$ cat config.mk
export PLATFORM = sky130hd
export DESIGN_NAME = ppp_scale
export DESIGN_NICKNAME = d
export VERILOG_FILES = /design/src/design/ppp_pkg.sv /design/src/design/ppp_scale.sv
export SDC_FILE = /design/constraint.sdc
export NUM_CORES = 2
export LEC_CHECK = 0
export ABC_AREA = 1
export BUFFER_PORTS_ARGS = -buffer_cell sky130_fd_sc_hd__buf_2
export CAP_MARGIN = 15
export CORE_UTILIZATION = 46
export DETAILED_ROUTE_END_ITERATION = 8
export GPL_TIMING_DRIVEN = 0
export MAX_ROUTING_LAYER = met4
export PLACE_DENSITY_LB_ADDON = 0.3
export SYNTH_ARGS = -nofsm -noshare
export SYNTH_HDL_FRONTEND = slang
export SYNTH_SLANG_ARGS = --single-unit
export TNS_END_PERCENT = 50
$ cat constraint.sdc
create_clock -name clk -period 8.3 [get_ports clk]
set_clock_uncertainty 0.15 [all_clocks]
set_input_delay 1.66 -clock clk [delete_from_list [all_inputs] [get_ports clk]]
set_output_delay 1.66 -clock clk [all_outputs]
set_load 0.05 [all_outputs]
$ cat src/design/ppp_pkg.sv
package ppp_pkg;

  // Field and datapath widths
  localparam int PT_W    = 16;  // input coordinate, Q8.8
  localparam int ROT_W   = 16;  // rotation entry, Q2.14
  localparam int TR_W    = 18;  // translation entry, Q10.8
  localparam int ACC_W   = 35;  // row sum in Q.22
  localparam int FRAC_SH = 14;  // Q.22 to Q.8
  localparam int COORD_W = 21;  // camera coordinate in Q.8
  localparam int FOC_W   = 16;  // focal length / principal point, Q12.4
  localparam int PROD_W  = 38;  // focal length times coordinate
  localparam int NUM_W   = 36;  // dividend magnitude and quotient
  localparam int DIV_W   = 20;  // divisor (positive depth)
  localparam int UV_W    = 20;  // pixel coordinate, Q16.4
  localparam int DEPTH_W = 18;  // depth field, Q10.8
  localparam int FIN_W   = 38;  // signed quotient plus principal point

  localparam int CFG_W   = 54;
  localparam int ADDR_W  = 3;

  // Register indexes of the configuration port
  typedef enum logic [ADDR_W-1:0] {
    REG_ROT_ROW0    = 3'd0,
    REG_ROT_ROW1    = 3'd1,
    REG_ROT_ROW2    = 3'd2,
    REG_TRANSLATION = 3'd3,
    REG_FOCAL       = 3'd4,
    REG_PRINCIPAL   = 3'd5
  } ppp_reg_t;

  // Decoded configuration, entry 3*row+col of rot
  typedef struct packed {
    logic [8:0][ROT_W-1:0] rot;
    logic [2:0][TR_W-1:0]  trans;
    logic [FOC_W-1:0]      fx;
    logic [FOC_W-1:0]      fy;
    logic [FOC_W-1:0]      cx;
    logic [FOC_W-1:0]      cy;
  } ppp_cfg_t;

  // Per-item side data that travels with the division
  typedef struct packed {
    logic [DIV_W-1:0]   d;
    logic               neg_u;
    logic               neg_v;
    logic [DEPTH_W-1:0] depth;
    logic               behind;
  } ppp_meta_t;

  // Dividend pair and side data handed to the divider
  typedef struct packed {
    logic [NUM_W-1:0] num_u;
    logic [NUM_W-1:0] num_v;
    ppp_meta_t        meta;
  } ppp_div_in_t;

  // Saturate a camera coordinate to the depth field
  function automatic logic [DEPTH_W-1:0] sat_depth(logic signed [COORD_W-1:0] v);
    logic signed [COORD_W-1:0] hi;
    logic signed [COORD_W-1:0] lo;
    hi = COORD_W'((1 << (DEPTH_W - 1)) - 1);
    lo = -hi - COORD_W'(1);
    if (v > hi) return hi[DEPTH_W-1:0];
    else if (v < lo) return lo[DEPTH_W-1:0];
    else return v[DEPTH_W-1:0];
  endfunction

  // Saturate a final pixel sum to the pixel field
  function automatic logic [UV_W-1:0] sat_uv(logic signed [FIN_W-1:0] v);
    logic signed [FIN_W-1:0] hi;
    logic signed [FIN_W-1:0] lo;
    hi = FIN_W'((1 << (UV_W - 1)) - 1);
    lo = -hi - FIN_W'(1);
    if (v > hi) return hi[UV_W-1:0];
    else if (v < lo) return lo[UV_W-1:0];
    else return v[UV_W-1:0];
  endfunction

  // One restoring division step: returns {remainder, shifted dividend/quotient}
  function automatic logic [DIV_W+NUM_W-1:0] div_step(logic [DIV_W-1:0] rem,
                                                      logic [NUM_W-1:0] nq,
                                                      logic [DIV_W-1:0] d);
    logic [DIV_W:0]   remw;
    logic             ge;
    logic [DIV_W:0]   diff;
    remw = {rem, nq[NUM_W-1]};
    ge   = (remw >= {1'b0, d});
    diff = remw - {1'b0, d};
    return {(ge ? diff[DIV_W-1:0] : remw[DIV_W-1:0]), nq[NUM_W-2:0], ge};
  endfunction

endpackage

$ cat src/design/ppp_scale.sv
module ppp_scale
  import ppp_pkg::*;
(
  input  logic                     clk,
  input  logic                     rst_n,
  input  ppp_cfg_t                 cfg,
  input  logic                     in_valid,
  output logic                     in_ready,
  input  logic [2:0][COORD_W-1:0]  coord,
  output logic                     out_valid,
  input  logic                     out_ready,
  output ppp_div_in_t              out_data
);

  logic                      v1_r, v2_r;
  logic                      rdy1, rdy2;
  logic signed [PROD_W-1:0]  pu_r, pv_r;
  logic [DIV_W-1:0]          d_r;
  logic [DEPTH_W-1:0]        depth_r;
  logic                      behind_r;
  logic signed [COORD_W-1:0] zr;
  ppp_div_in_t               dat_r, dat_nxt;

  assign rdy2      = !v2_r || out_ready;
  assign rdy1      = !v1_r || rdy2;
  assign in_ready  = rdy1;
  assign out_valid = v2_r;
  assign out_data  = dat_r;
  assign zr        = $signed(coord[2]);

  // Stage 2: sign and magnitude, add half the divisor for rounding
  always_comb begin
    logic [PROD_W-1:0] mu, mv;
    mu = pu_r[PROD_W-1] ? PROD_W'(-pu_r) : PROD_W'(pu_r);
    mv = pv_r[PROD_W-1] ? PROD_W'(-pv_r) : PROD_W'(pv_r);
    dat_nxt.num_u       = mu[NUM_W-1:0] + NUM_W'(d_r >> 1);
    dat_nxt.num_v       = mv[NUM_W-1:0] + NUM_W'(d_r >> 1);
    dat_nxt.meta.d      = d_r;
    dat_nxt.meta.neg_u  = pu_r[PROD_W-1];
    dat_nxt.meta.neg_v  = pv_r[PROD_W-1];
    dat_nxt.meta.depth  = depth_r;
    dat_nxt.meta.behind = behind_r;
  end

  // Stage 1: focal length products, depth and behind test
  always_ff @(posedge clk) begin
    if (!rst_n) begin
      v1_r <= 1'b0;
      v2_r <= 1'b0;
    end else begin
      if (rdy1) v1_r <= in_valid;
      if (rdy2) v2_r <= v1_r;
    end
    if (rdy1 && in_valid) begin
      pu_r     <= PROD_W'($signed({1'b0, cfg.fx})) * PROD_W'($signed(coord[0]));
      pv_r     <= PROD_W'($signed({1'b0, cfg.fy})) * PROD_W'($signed(coord[1]));
      d_r      <= coord[2][DIV_W-1:0];
      depth_r  <= sat_depth(zr);
      behind_r <= (zr <= COORD_W'(0));
    end
    if (rdy2 && v1_r) dat_r <= dat_nxt;
  end

endmodule

==> impl_results.md <==
* Post-DR vias/cell at 4.95
* Core Rows at 105
* Crit path kind: in2reg
* R2R depth at 23
* WL/cell at 17.1 um
* Final Wtd Congestion at 0.956
* CP dominant cell by count: fa_1
* DRT antenna net count at 0
* Total CTS buffers at 24
* Cell Area, Synth at 38400 um2
* # port buffers at 171
* Max Fanout on Critical Path at 10
* Seq. cell area at 6830 um2
* Critical-path cell list: clkbuf_1 -> clkbuf_1 -> nand2_1 -> fa_1 -> inv_1 -> fa_1 -> fa_1 -> fa_1 -> fa_1 -> inv_1 -> fa_1 -> inv_1 -> ha_1 -> nand2_1 -> nor2_1 -> inv_1 -> nor2_1 -> inv_1 -> nor4_1 -> a21oi_1 -> o21ai_0 -> xor2_1
* Max-slew headroom at 34.5%
* Syn. warnings at 0
* Root Buffer: clkbuf_16
* RSZ-0062 raised after global routing: no
* Layout fillers at 7928
* Core Region at 82200 um2
* Area Overhead vs Synth at 8.32%
* Via Count at 29496
* Post-Route Utilization at 50.5%
* Netlist cell types at 46
* Number of synthesized flops with an enable pin at 226
* Buf/Inv on CP at 7
* Most frequent cells in the layout: inv_1 (1296), nand2_1 (1161), fa_1 (672), ha_1 (230), edfxtp_1 (226)
* Sequential element share of the synthesized area at 17.8%
* Die height at 291 um
* Worst setup SP type: primary input
* Max frequency at 123 MHz
* Post-cts hold buffer count at 0
* Area of the multi-input gates at 26000 um2
* Max Cap Viol at 0
* Layout cells sized above 1 at 6.58%
* Inst Count DP at 5904
* Worst EP arrival at 8.25 ns
* First drt pass iteration count at 5
* Routed wire length at 102000 um
* Min-delay src: depth_r[13]
* Async S/R FF share, synth at 0%
* Yosys reg bits at 228
* WHS at 0.269 ns
* HP Class: reg2reg
* Final Hold Viols at 0
* Crit end category: flop
* CTS tree: built
* Filler-free cell count of the finished design at 5955
* H-tree levels at 1
* Die X at 291 um
* Cells after synthesis at 4659
* Global-route wire length before repair at 165000 um
* Worst Max-Slew Pin Slew at 0.981 ns
* Period utilization at 97.9%
* Gr usage total at 25.7%
* Slowest cell on crit path: fa_1
* 1st-iter DRT viols at 1954
* Fin nets at 6091
* Status: finished clean
* Primary FF master, synth: edfxtp_1
* Slowest stage delay, CP at 0.60 ns
* Worst r2r src: pu_r[1]
* Clk slew on worst S/H paths at 0.06 ns
* Largest net degree at the start of global routing at 74
* # IOs at 444
* Sink Count at 228
* Post-Syn Area per Cell at 8.23 um2
* Hold path cells at 0
* Initial antenna violation count at 7
* WP data required at 8.42 ns
* Post-Syn Nets at 5890
* Most common cell after layout, fill and taps aside: inv_1
* HPWL after DPL at 87100 um
* Clk Latency, worst-skew pair at 0.54 ns
* Endpoints failing setup at 0
* Worst path depth at 22
* Final Critical Period at 8.13 ns
* Clk buf depth at 3
* Number of global-route vias before repair at 30331
* Final Max Slew Viols at 0
* CP Launch Point: coord[33]
* Initial Utilization at 46.6%
* DIE AREA at 84600 um2
* Crit-path leading delay family: adder cells
* Overflow after GRT at 0
* DRC at 0
-- flip-flops by register name, summed over array words and instances, names as in the netlist --
register and flops:
depth_r 18, v1_r 1, out_data 113, behind_r 1, out_valid 1, d_r 20, pv_r 37, pu_r 37
-- routing by layer --
layer / up-vias / track usage (%) / wire length (um)
li1: 14017 / - / -
met1: 14385 / 34.6 / 44900
met2: 937 / 41.5 / 47700
met3: 157 / 2.91 / 6770
met4: 0 / 6.45 / 2640
met5: - / - / 0
-- through the flow --
step	setup slack, ns	TNS (ns)	instance area (um2)
detailed placement	-0.258	-0.730	40700
finish	0.174	0	41600
global route	0.00516	0	41600
CTS	0.257	0	41500
floorplan	0.383	0	38400
global placement	-1.83	-205.75	40600
-- cell type report --
type / count / share of cell area (%)
sequential: 228 / 16.4
clock inverter: 18 / 0.584
antenna: 7 / 0.0422
buffer: 160 / 1.48
inverter: 1305 / 11.8
timing repair buffer: 175 / 2.27
clock buffer: 26 / 1.51
multi-input combinational: 2966 / 62.7
tap: 1070 / 3.22
-- what timing repair did --
| action | in CTS | in global routing |
|---|---|---|
| setup endpoints to repair | 0 | 2 |
| hold endpoints to repair | 0 | 0 |
| resized for setup | 0 | 12 |
| buffers inserted | 0 | 0 |
-- cell usage after synthesis (2+ instances only) --
cell type / count / area (um2)
inv_1: 1297 / 4870
nand2_1: 1161 / 4360
fa_1: 672 / 13500
ha_1: 230 / 2880
edfxtp_1: 226 / 6790
nor2_1: 222 / 833
clkbuf_1: 154 / 578
a21oi_1: 117 / 586
xor2_1: 108 / 946
nand3_1: 98 / 490
o21ai_0: 76 / 380
xnor2_1: 58 / 508
nor2_2: 27 / 169
nand4_1: 26 / 163
nand2_2: 21 / 131
a31oi_1: 15 / 93.8
o21bai_1: 15 / 113
nor3_1: 14 / 70.1
a21o_1: 13 / 97.6
nand3_2: 13 / 130
nand3b_1: 13 / 97.6
o21ai_1: 13 / 65.1
nor2_4: 11 / 124
inv_2: 8 / 30.0
buf_2: 5 / 25.0
nor4_1: 5 / 31.3
a21boi_0: 4 / 30.0
o21a_1: 4 / 30.0
a31o_2: 3 / 26.3
and2_1: 3 / 18.8
nand2_4: 3 / 33.8
o31ai_1: 3 / 22.5
a211oi_1: 2 / 15.0
a21boi_1: 2 / 15.0
a221oi_1: 2 / 17.5
dfxtp_1: 2 / 40.0
o2111ai_1: 2 / 17.5
o21ai_2: 2 / 17.5
or2_2: 2 / 12.5
-- cells by family (layout without fill, tap and decap cells) --
| group | Yosys count | count (layout) | share of synthesized area, % |
|---|---|---|---|
| AOI/OAI and AO/OA | 277 | 277 | 4.09 |
| xor gates and xnor gates | 166 | 166 | 3.79 |
| adders and majority gates | 902 | 902 | 42.6 |
| buffers and inverters | 1465 | 1684 | 14.4 |
| DFF | 228 | 228 | 17.8 |
| other | 0 | 7 | 0 |
| and+or+nand+nor | 1621 | 1621 | 17.4 |
-- final timing paths --
kind	end	slack (ns)
setup reg to reg	out_data[108]	4.24
hold reg to reg	out_data[14]	0.27
setup / recovery	pv_r[25]	0.17
hold / removal	out_data[14]	0.27
Power is left out: the tool's default activity adds up to more than one toggle a clock period on the data nets, which glitch-free logic cannot reach.
